## src/hdl/bip_pkg.sv

```systemverilog
package bip_pkg;

    // Operator codes as held on the stack; the order gives the precedence.
    localparam logic [2:0] OP_LPAR = 3'd0;
    localparam logic [2:0] OP_IFF  = 3'd1;
    localparam logic [2:0] OP_IMP  = 3'd2;
    localparam logic [2:0] OP_OR   = 3'd3;
    localparam logic [2:0] OP_XOR  = 3'd4;
    localparam logic [2:0] OP_AND  = 3'd5;
    localparam logic [2:0] OP_NOT  = 3'd6;

    // Status codes reported at the end of an expression.
    localparam logic [2:0] ST_OK        = 3'd0;
    localparam logic [2:0] ST_BADCHAR   = 3'd1;
    localparam logic [2:0] ST_MISPLACED = 3'd2;
    localparam logic [2:0] ST_PARENS    = 3'd3;
    localparam logic [2:0] ST_OVERFLOW  = 3'd4;
    localparam logic [2:0] ST_TOOLONG   = 3'd5;

    // Item kinds on both channels.
    localparam logic FN_CHAR  = 1'b0;
    localparam logic FN_END   = 1'b1;
    localparam logic KD_TOKEN = 1'b0;
    localparam logic KD_STAT  = 1'b1;

    // Characters of the expression language.
    localparam logic [7:0] CH_SPACE = 8'h20;
    localparam logic [7:0] CH_LPAR  = 8'h28;
    localparam logic [7:0] CH_RPAR  = 8'h29;
    localparam logic [7:0] CH_IFF   = 8'h3D;
    localparam logic [7:0] CH_IMP   = 8'h3E;
    localparam logic [7:0] CH_OR    = 8'h7C;
    localparam logic [7:0] CH_XOR   = 8'h23;
    localparam logic [7:0] CH_AND   = 8'h26;
    localparam logic [7:0] CH_NOT   = 8'h2D;
    localparam logic [7:0] CH_ZERO  = 8'h30;
    localparam logic [7:0] CH_ONE   = 8'h31;
    localparam logic [7:0] CH_LOW_A = 8'h61;
    localparam logic [7:0] CH_LOW_Z = 8'h7A;

    // One stack entry: operator code and its source position.
    typedef struct packed {
        logic [2:0] code;
        logic [7:0] pos;
    } t_entry;

    // Shift command broadcast to every stack cell.
    typedef struct packed {
        logic push;
        logic pop;
    } t_stk_cmd;

    // Character classes.
    typedef enum logic [2:0] {
        CLS_SPACE,
        CLS_OPND,
        CLS_LPAR,
        CLS_RPAR,
        CLS_NOT,
        CLS_BIN,
        CLS_BAD
    } t_cls;

    function automatic t_cls char_class(input logic [7:0] c);
        t_cls cls;
        unique case (c) inside
            CH_SPACE:                           cls = CLS_SPACE;
            [CH_LOW_A:CH_LOW_Z], CH_ZERO, CH_ONE: cls = CLS_OPND;
            CH_LPAR:                            cls = CLS_LPAR;
            CH_RPAR:                            cls = CLS_RPAR;
            CH_NOT:                             cls = CLS_NOT;
            CH_IFF, CH_IMP, CH_OR, CH_XOR, CH_AND: cls = CLS_BIN;
            default:                            cls = CLS_BAD;
        endcase
        return cls;
    endfunction

    function automatic logic [2:0] op_code(input logic [7:0] c);
        logic [2:0] code;
        unique case (c)
            CH_IFF:  code = OP_IFF;
            CH_IMP:  code = OP_IMP;
            CH_OR:   code = OP_OR;
            CH_XOR:  code = OP_XOR;
            CH_AND:  code = OP_AND;
            CH_NOT:  code = OP_NOT;
            default: code = OP_LPAR;
        endcase
        return code;
    endfunction

    function automatic logic [7:0] code_char(input logic [2:0] code);
        logic [7:0] c;
        unique case (code)
            OP_LPAR: c = CH_LPAR;
            OP_IFF:  c = CH_IFF;
            OP_IMP:  c = CH_IMP;
            OP_OR:   c = CH_OR;
            OP_XOR:  c = CH_XOR;
            OP_AND:  c = CH_AND;
            OP_NOT:  c = CH_NOT;
            default: c = 8'd0;
        endcase
        return c;
    endfunction

endpackage

```

## src/hdl/bip_stack_cell.sv

```systemverilog
module bip_stack_cell (
    input  logic              i_clk,
    input  bip_pkg::t_stk_cmd i_cmd,
    input  bip_pkg::t_entry   i_from_above,
    input  bip_pkg::t_entry   i_from_below,
    output bip_pkg::t_entry   o_entry
);

    bip_pkg::t_entry r_entry;

    // A push moves every entry one cell down, a pop one cell up.
    always_ff @(posedge i_clk) begin
        if (i_cmd.push) begin
            r_entry <= i_from_above;
        end else if (i_cmd.pop) begin
            r_entry <= i_from_below;
        end
    end

    assign o_entry = r_entry;

endmodule

```

## src/hdl/boolean_infix_to_postfix_unit.sv

```systemverilog
// Boolean infix to postfix converter.
// Input channel (i_in_valid / o_in_ready) carries one transaction per
// expression character (i_func = 0) and a final end transaction (i_func = 1).
// Output channel (o_out_valid / i_out_ready) carries postfix tokens with their
// source positions, and after the end transaction one status transaction
// (o_kind = 1). o_last marks the final output caused by one input transaction.
// An input transaction is accepted, then decoded; operators that must leave the
// stack are then popped one at a time, followed by the closing push or
// parenthesis removal. A clean end transaction is accepted, decoded, pops
// each stack entry, sees the stack empty and then sends the status; a failed
// one skips the drain.
// The stack is a row of cells that all shift one place per push or pop, so one
// operator is popped per cycle while the output register is free.
// After the first syntax error no tokens are sent; the status reports it.
// Reset (synchronous, active low) empties the stack and clears the output.
// A stalled receiver holds the output register; the block waits on any pop,
// operand or status that needs to send, and still accepts a new input transaction while
// the last result of the previous one waits.
module boolean_infix_to_postfix_unit #(
    parameter int STACK_DEPTH = 32,
    parameter int MAX_LEN     = 256
) (
    input  logic       i_clk,
    input  logic       i_rst_n,
    input  logic       i_in_valid,
    output logic       o_in_ready,
    input  logic       i_func,
    input  logic [7:0] i_char_code,
    output logic       o_out_valid,
    input  logic       i_out_ready,
    output logic       o_kind,
    output logic [7:0] o_token_char,
    output logic [7:0] o_source_position,
    output logic [2:0] o_status,
    output logic       o_last
);

    localparam int CNT_W = $clog2(STACK_DEPTH + 1);
    localparam int IDX_W = $clog2(MAX_LEN + 1);

    typedef enum logic [2:0] {
        S_IDLE,
        S_CHAR,
        S_POP_OP,
        S_POP_RP,
        S_POP_END,
        S_STATUS
    } t_state;

    t_state             r_state, n_state;
    logic               r_func, n_func;
    logic [7:0]         r_char, n_char;
    logic [2:0]         r_tcode, n_tcode;
    logic [7:0]         r_tpos, n_tpos;
    logic [CNT_W-1:0]   r_count, n_count;
    logic [CNT_W-1:0]   r_paren, n_paren;
    logic               r_want, n_want;
    logic [IDX_W-1:0]   r_char_idx, n_char_idx;
    logic [2:0]         r_err, n_err;
    logic               r_out_valid, n_out_valid;
    logic               r_kind, n_kind;
    logic [7:0]         r_tok, n_tok;
    logic [7:0]         r_spos, n_spos;
    logic [2:0]         r_status, n_status;
    logic               r_last, n_last;

    bip_pkg::t_stk_cmd  w_cmd;
    bip_pkg::t_entry    w_push_data;
    bip_pkg::t_entry    w_cell [STACK_DEPTH];
    bip_pkg::t_entry    w_top;
    bip_pkg::t_entry    w_next;
    bip_pkg::t_cls      w_cls;
    logic [7:0]         w_pos;
    logic               w_out_free;
    logic               w_full;
    logic               w_has_next;
    logic               w_op_cont;
    logic               w_op_cont_next;
    logic               w_right;

    // Stack: a row of shift cells, entry 0 is the top.
    for (genvar gi = 0; gi < STACK_DEPTH; gi++) begin : g_cell
        bip_pkg::t_entry w_above;
        bip_pkg::t_entry w_below;
        if (gi == 0) begin : g_first
            assign w_above = w_push_data;
        end else begin : g_inner_above
            assign w_above = w_cell[gi-1];
        end
        if (gi == STACK_DEPTH - 1) begin : g_last
            assign w_below = w_cell[gi];
        end else begin : g_inner_below
            assign w_below = w_cell[gi+1];
        end
        bip_stack_cell u_cell (
            .i_clk        (i_clk),
            .i_cmd        (w_cmd),
            .i_from_above (w_above),
            .i_from_below (w_below),
            .o_entry      (w_cell[gi])
        );
    end

    assign w_top      = w_cell[0];
    assign w_next     = w_cell[1];
    assign w_pos      = 8'(r_char_idx);
    assign w_cls      = bip_pkg::char_class(r_char);
    assign w_out_free = !r_out_valid || i_out_ready;
    assign w_full     = (r_count == CNT_W'(STACK_DEPTH));
    assign w_has_next = (r_count > CNT_W'(1));
    assign w_right    = (r_tcode == bip_pkg::OP_IMP);

    // Pop test for a binary operator against the top and the entry below it.
    assign w_op_cont = (r_count != '0) && (w_top.code != bip_pkg::OP_LPAR) &&
                       (w_right ? (r_tcode < w_top.code) : (r_tcode <= w_top.code));
    assign w_op_cont_next = w_has_next && (w_next.code != bip_pkg::OP_LPAR) &&
                       (w_right ? (r_tcode < w_next.code) : (r_tcode <= w_next.code));

    assign o_in_ready = (r_state == S_IDLE);

    // Next-state and datapath decisions.
    always_comb begin
        n_state     = r_state;
        n_func      = r_func;
        n_char      = r_char;
        n_tcode     = r_tcode;
        n_tpos      = r_tpos;
        n_count     = r_count;
        n_paren     = r_paren;
        n_want      = r_want;
        n_char_idx  = r_char_idx;
        n_err       = r_err;
        n_out_valid = r_out_valid && !i_out_ready;
        n_kind      = r_kind;
        n_tok       = r_tok;
        n_spos      = r_spos;
        n_status    = r_status;
        n_last      = r_last;
        w_cmd       = '0;
        w_push_data = '{code: r_tcode, pos: r_tpos};

        unique case (r_state)
            S_IDLE: begin
                if (i_in_valid) begin
                    n_func  = i_func;
                    n_char  = i_char_code;
                    n_state = S_CHAR;
                end
            end

            S_CHAR: begin
                n_state = S_IDLE;
                if (r_func == bip_pkg::FN_END) begin
                    // End transaction: settle the status and, if clean, drain the stack.
                    if (r_err != bip_pkg::ST_OK) begin
                        n_state = S_STATUS;
                    end else if (r_want) begin
                        n_err   = bip_pkg::ST_MISPLACED;
                        n_state = S_STATUS;
                    end else if (r_paren != '0) begin
                        n_err   = bip_pkg::ST_PARENS;
                        n_state = S_STATUS;
                    end else begin
                        n_state = S_POP_END;
                    end
                end else if (r_err != bip_pkg::ST_OK) begin
                    n_state = S_IDLE;
                end else if (r_char_idx == IDX_W'(MAX_LEN)) begin
                    n_err = bip_pkg::ST_TOOLONG;
                end else if (w_cls == bip_pkg::CLS_OPND && r_want && !w_out_free) begin
                    // Operand waits for the output register.
                    n_state = S_CHAR;
                end else begin
                    n_char_idx = r_char_idx + IDX_W'(1);
                    n_tpos     = w_pos;
                    n_tcode    = bip_pkg::op_code(r_char);
                    case (w_cls) inside
                        bip_pkg::CLS_SPACE: ;
                        bip_pkg::CLS_OPND: begin
                            if (!r_want) begin
                                n_err = bip_pkg::ST_MISPLACED;
                            end else begin
                                n_want      = 1'b0;
                                n_out_valid = 1'b1;
                                n_kind      = bip_pkg::KD_TOKEN;
                                n_tok       = r_char;
                                n_spos      = w_pos;
                                n_status    = bip_pkg::ST_OK;
                                n_last      = 1'b1;
                            end
                        end
                        bip_pkg::CLS_LPAR, bip_pkg::CLS_NOT: begin
                            if (!r_want) begin
                                n_err = bip_pkg::ST_MISPLACED;
                            end else if (w_full) begin
                                n_err = bip_pkg::ST_OVERFLOW;
                            end else begin
                                w_cmd.push  = 1'b1;
                                w_push_data = '{code: bip_pkg::op_code(r_char), pos: w_pos};
                                n_count     = r_count + CNT_W'(1);
                                if (w_cls == bip_pkg::CLS_LPAR) begin
                                    n_paren = r_paren + CNT_W'(1);
                                end
                            end
                        end
                        bip_pkg::CLS_RPAR: begin
                            if (r_paren == '0) begin
                                n_err = bip_pkg::ST_PARENS;
                            end else if (r_want) begin
                                n_err = bip_pkg::ST_MISPLACED;
                            end else begin
                                n_state = S_POP_RP;
                            end
                        end
                        bip_pkg::CLS_BIN: begin
                            if (r_want) begin
                                n_err = bip_pkg::ST_MISPLACED;
                            end else begin
                                n_state = S_POP_OP;
                            end
                        end
                        default: n_err = bip_pkg::ST_BADCHAR;
                    endcase
                end
            end

            S_POP_OP: begin
                // Pop operators of higher or equal precedence (strictly higher for implication), then push this one.
                if (w_op_cont) begin
                    if (w_out_free) begin
                        w_cmd.pop   = 1'b1;
                        n_count     = r_count - CNT_W'(1);
                        n_out_valid = 1'b1;
                        n_kind      = bip_pkg::KD_TOKEN;
                        n_tok       = bip_pkg::code_char(w_top.code);
                        n_spos      = w_top.pos;
                        n_status    = bip_pkg::ST_OK;
                        n_last      = !w_op_cont_next;
                    end
                end else begin
                    n_want  = 1'b1;
                    n_state = S_IDLE;
                    if (w_full) begin
                        n_err = bip_pkg::ST_OVERFLOW;
                    end else begin
                        w_cmd.push = 1'b1;
                        n_count    = r_count + CNT_W'(1);
                    end
                end
            end

            S_POP_RP: begin
                // Pop operators down to the matching open parenthesis.
                if (r_count != '0 && w_top.code != bip_pkg::OP_LPAR) begin
                    if (w_out_free) begin
                        w_cmd.pop   = 1'b1;
                        n_count     = r_count - CNT_W'(1);
                        n_out_valid = 1'b1;
                        n_kind      = bip_pkg::KD_TOKEN;
                        n_tok       = bip_pkg::code_char(w_top.code);
                        n_spos      = w_top.pos;
                        n_status    = bip_pkg::ST_OK;
                        n_last      = !(w_has_next && w_next.code != bip_pkg::OP_LPAR);
                    end
                end else begin
                    if (r_count != '0) begin
                        w_cmd.pop = 1'b1;
                        n_count   = r_count - CNT_W'(1);
                    end
                    n_paren = r_paren - CNT_W'(1);
                    n_state = S_IDLE;
                end
            end

            S_POP_END: begin
                // Drain the remaining operators ahead of the status.
                if (r_count != '0) begin
                    if (w_out_free) begin
                        w_cmd.pop   = 1'b1;
                        n_count     = r_count - CNT_W'(1);
                        n_out_valid = 1'b1;
                        n_kind      = bip_pkg::KD_TOKEN;
                        n_tok       = bip_pkg::code_char(w_top.code);
                        n_spos      = w_top.pos;
                        n_status    = bip_pkg::ST_OK;
                        n_last      = 1'b0;
                    end
                end else begin
                    n_state = S_STATUS;
                end
            end

            S_STATUS: begin
                // Report and return to the empty-expression state.
                if (w_out_free) begin
                    n_out_valid = 1'b1;
                    n_kind      = bip_pkg::KD_STAT;
                    n_tok       = 8'd0;
                    n_spos      = 8'd0;
                    n_status    = r_err;
                    n_last      = 1'b1;
                    n_count     = '0;
                    n_paren     = '0;
                    n_want      = 1'b1;
                    n_char_idx  = '0;
                    n_err       = bip_pkg::ST_OK;
                    n_state     = S_IDLE;
                end
            end

            default: n_state = S_IDLE;
        endcase
    end

    // State and registered outputs.
    always_ff @(posedge i_clk) begin
        if (!i_rst_n) begin
            r_state     <= S_IDLE;
            r_count     <= '0;
            r_paren     <= '0;
            r_want      <= 1'b1;
            r_char_idx  <= '0;
            r_err       <= bip_pkg::ST_OK;
            r_out_valid <= 1'b0;
        end else begin
            r_state     <= n_state;
            r_count     <= n_count;
            r_paren     <= n_paren;
            r_want      <= n_want;
            r_char_idx  <= n_char_idx;
            r_err       <= n_err;
            r_out_valid <= n_out_valid;
        end
        r_func   <= n_func;
        r_char   <= n_char;
        r_tcode  <= n_tcode;
        r_tpos   <= n_tpos;
        r_kind   <= n_kind;
        r_tok    <= n_tok;
        r_spos   <= n_spos;
        r_status <= n_status;
        r_last   <= n_last;
    end

    assign o_out_valid       = r_out_valid;
    assign o_kind            = r_kind;
    assign o_token_char      = r_tok;
    assign o_source_position = r_spos;
    assign o_status          = r_status;
    assign o_last            = r_last;

endmodule

```

## config.mk

```make
export PLATFORM = sky130hd
export DESIGN_NAME = boolean_infix_to_postfix_unit
export DESIGN_NICKNAME = d
export VERILOG_FILES = /design/src/hdl/bip_pkg.sv /design/src/hdl/bip_stack_cell.sv /design/src/hdl/boolean_infix_to_postfix_unit.sv
export SDC_FILE = /design/constraint.sdc
export NUM_CORES = 1
export LEC_CHECK = 0
export BUFFER_PORTS_ARGS = -buffer_cell sky130_fd_sc_hd__buf_2
export CELL_PAD_IN_SITES_DETAIL_PLACEMENT = 1
export CELL_PAD_IN_SITES_GLOBAL_PLACEMENT = 2
export CORE_ASPECT_RATIO = 1.1
export CORE_MARGIN = 3
export CORE_UTILIZATION = 49
export DETAILED_ROUTE_END_ITERATION = 10
export GPL_ROUTABILITY_DRIVEN = 0
export PLACE_DENSITY_LB_ADDON = 0.3
export SLEW_MARGIN = 20
export SYNTH_ARGS = -nofsm -noshare
export SYNTH_HDL_FRONTEND = slang
export SYNTH_HIERARCHICAL = 1
export SYNTH_SLANG_ARGS = --single-unit
```

## constraint.sdc

```tcl
create_clock -name i_clk -period 10.55 [get_ports i_clk]
set_input_delay 0.5275 -clock i_clk [delete_from_list [all_inputs] [get_ports i_clk]]
set_output_delay 0.5275 -clock i_clk [all_outputs]
set_load 0.1 [all_outputs]
```

==> impl_metrics.yaml <==
grt:
  grt_max_degree: 134
  grt_pass1_vias: 11500
  antenna_found_initial: 0
  overflow: 0
  grt_use_total: 0.194
  grt_pass1_wl_mm: 67.8
floorplanning:
  num_rows: 78
  fp.dieH_um: 221
  dieWidth_um: 202
  coreArea_um2: 41400
  num_io_pins: 36
  start_util: 0.498
  dieArea_um2: 44600
logic_synthesis:
  synth_warnings: 6
  synth-simple-area-share: 0.0585
  synthMuxAreaShare: 0.251
  yosysSeqAreaShare: 0.601
  synth-compound-area-share: 0.0459
  async_flop_share: 0
  syn_nets: 1281
  synth_seq_cells: 422
  syn-cell-area_um2: 20600
  syn_avg_cell_area_um2: 16.5
  synth_top_cell_by_area: "edfxtp_1"
  netlist.area_leader.share: 0.572
  synth_edf_count: 393
  synth_top_family_by_area: "multiplexers"
  ys_types: 74
  ys.flop_type: "edfxtp_1"
  ys_top_cells_by_area: "edfxtp_1 57%, mux2_4 21%, mux2_2 3.8%"
  synth_xor_area_frac: 0.00552
  synth_fa_ha_area_frac: 0.0101
  syn_inst: 1252
sta:
  fin_ws_ns: 4.85
  final.setup.tns_ns: 0
  tightestPinTransition_ns: 1.11
  drv_slew: 0
  finalSetupViolCount: 0
  period_share: 0.541
  hold_viol_final: 0
  fin_skew_ns: 0.0164
  fmax_mhz: 175
  rsz0062_at_grt: "false"
  period_needed_ns: 5.70
  hold_ws_ns: 0.126
  slew_headroom: 0.259
pwr:
  clkPwrFrac: 0.409
  p_sw_uw: 1060
  pwr-share-seq: 0.480
  p_int_uw: 2980
  combPwrFrac: 0.111
  power.density_nw_per_um2: 179
  p_leak_uw: 0.00801
  irDropWorstVdd_v: 0.000123
  fin_total_pwr_uw: 4040
  swShare: 0.262
clock_network:
  clk_latency_ns: 0.58
  holdBufCountCts: 0
  clk_pin_slew_ns: 0.06
  post_cts_buffers: 0
  htreeDepth: 2
  cts_max_path_buffers: 3
  numCtsBuffers: 46
  clkSinkCount: 422
  cts_resized: 0
  cts_root_buf: "clkbuf_16"
  cts_tree: "yes"
setup_path:
  path_max_fanout: 57
  reg2reg_from: "r_state[0]"
  crit_arrival_ns: 5.91
  r2r_cells: 8
  timing.rr.end: "g_cell[4].u_cell/o_entry[0]"
  ff2ff_setup_slack_ns: 4.85
  critical_path_class: "register to register"
  start_kind: "register"
  crit_start: "r_state[0]"
  worstPathRequired_ns: 10.76
  worst_setup_path_end_kind: "register"
drt:
  vias_per_cell: 5.63
  vias: 10500
  ant_nets: 0
  route.detailed.drc: 0
  dr.pass1.iters: 5
  first_iter_violations: 677
  wl_mm: 43.8
  drt-wirelength-per-cell_um: 23.4
placement:
  dpl_worst_slack_ns: 4.83
  hpwl_mm: 29.1
  placed_area_um2: 21100
  port-buffer-count: 35
cells_and_area:
  drive_above_1_share: 0.367
  fin_nets: 1305
  syn2layout_area_growth_pct: 9.67
  antenna_cells: 0
  design_area_um2: 22600
worst_hold_path:
  hold_end: "r_char[2]"
  whs_path_depth: 1
  hold_path_startpoint: "i_char_code[2]"
  min_path_type: "input port to register"
run_status:
  status: "finished, final reports clean"
run:
  max-cap-violations: 0
-- logic make-up after synthesis --
logic type / Yosys count
adders and majority gates: 16
AOI/OAI and AO/OA: 135
and+or+nand+nor: 221
xor gates and xnor gates: 13
buffers and inverters: 80
DFF: 422
muxes: 365
-- final cells by class --
cell class / instances / area, um2
clock inverter: 33 / 348
inverter: 15 / 56.3
timing repair buffer: 41 / 245
clock buffer: 51 / 1190
multi-input combinational: 750 / 7690
fill: 3848 / 18800
sequential: 422 / 12400
tap: 560 / 701
-- stage by stage --
| stage | util | std cells |
|---|---|---|
| after floorplan | - | 1252 |
| after global placement | 0.509 | 1788 |
| after detailed placement | 0.509 | 1788 |
| after CTS | 0.546 | 1872 |
| after global routing | 0.546 | 1872 |
| final | 0.546 | 1872 |
-- Yosys cell counts, types with 4 or more instances --
library cell and number:
o21ai_0 25, and3_1 11, nor2_1 46, xnor2_1 4
or3_1 6, nor2b_1 11, mux2i_1 7, mux2_2 70
edfxtp_1 393, mux2_4 288, a22o_1 13, ha_1 15
a32o_1 5, a211oi_1 4, a21oi_1 27, and2_1 9
clkbuf_1 19, nor3_1 11, nand4_1 5, dfxtp_1 29
nand3_1 15, nand2_1 39, buf_2 9, nor4b_1 4
a31oi_1 10, nand2b_1 7, xor2_1 9, o21a_1 4
buf_6 35, inv_1 14, or2_1 32, nor4_1 5
-- worst max-delay path by stage --
| stage | to | cells past startpoint |
|---|---|---|
| floorplan | g_cell[0].u_cell/o_entry[0] | 10 |
| global placement | g_cell[4].u_cell/o_entry[8] | 8 |
| detailed placement | g_cell[2].u_cell/o_entry[10] | 8 |
| CTS | g_cell[4].u_cell/o_entry[5] | 8 |
| global route | g_cell[2].u_cell/o_entry[10] | 8 |
| finish | g_cell[4].u_cell/o_entry[0] | 8 |
-- routing by layer --
layer | GRT usage | up-vias | wire [um]
li1 | - | 4903 | -
met5 | 0 | - | 0
met3 | 0.0332 | 59 | 1310
met1 | 0.248 | 5421 | 19000
met4 | 0.0522 | 0 | 974
met2 | 0.343 | 152 | 22600
-- sequential cells by signal, indices dropped and copies added, names as in the netlist, 3 cells and up --
name                   flops
g_cell.u_cell/o_entry    352
o_token_char               8
r_tpos                     8
r_char_idx                 9
r_tcode                    3
r_paren                    6
r_count                    6
r_char                     8
r_err                      3
o_status                   3
o_source_position          8
r_state                    3
-- critical path: stages (launching register included) --
cell      delay (ns)
dfxtp_1         0.74
or3b_2          0.55
a211oi_2        0.25
and2_1          0.19
and2_1          0.59
nand3_1         0.64
nand2_4         0.91
buf_4           0.88
or2_1           0.53
-- cell usage in the layout (no fill, tap or decap), types with 29 or more instances in the layout --
master,netlist,routed
buf_2,9,35
dfxtp_1,29,29
nand2_1,39,38
edfxtp_1,393,393
mux2_2,70,70
mux2_4,288,288
or2_1,32,32
clkbuf_16,0,47
nor2_1,46,46
-- power groups by stage --
stage               Clock (uW)  Sequential (uW)  Combinational, uW
floorplan                    0             2090                224
global placement             0             1970                443
detailed placement           0             1970                447
CTS                       1700             1940                449
global route              1770             1950                478
finish                    1650             1940                447
Note: power is estimated with default switching activity, not from simulation.
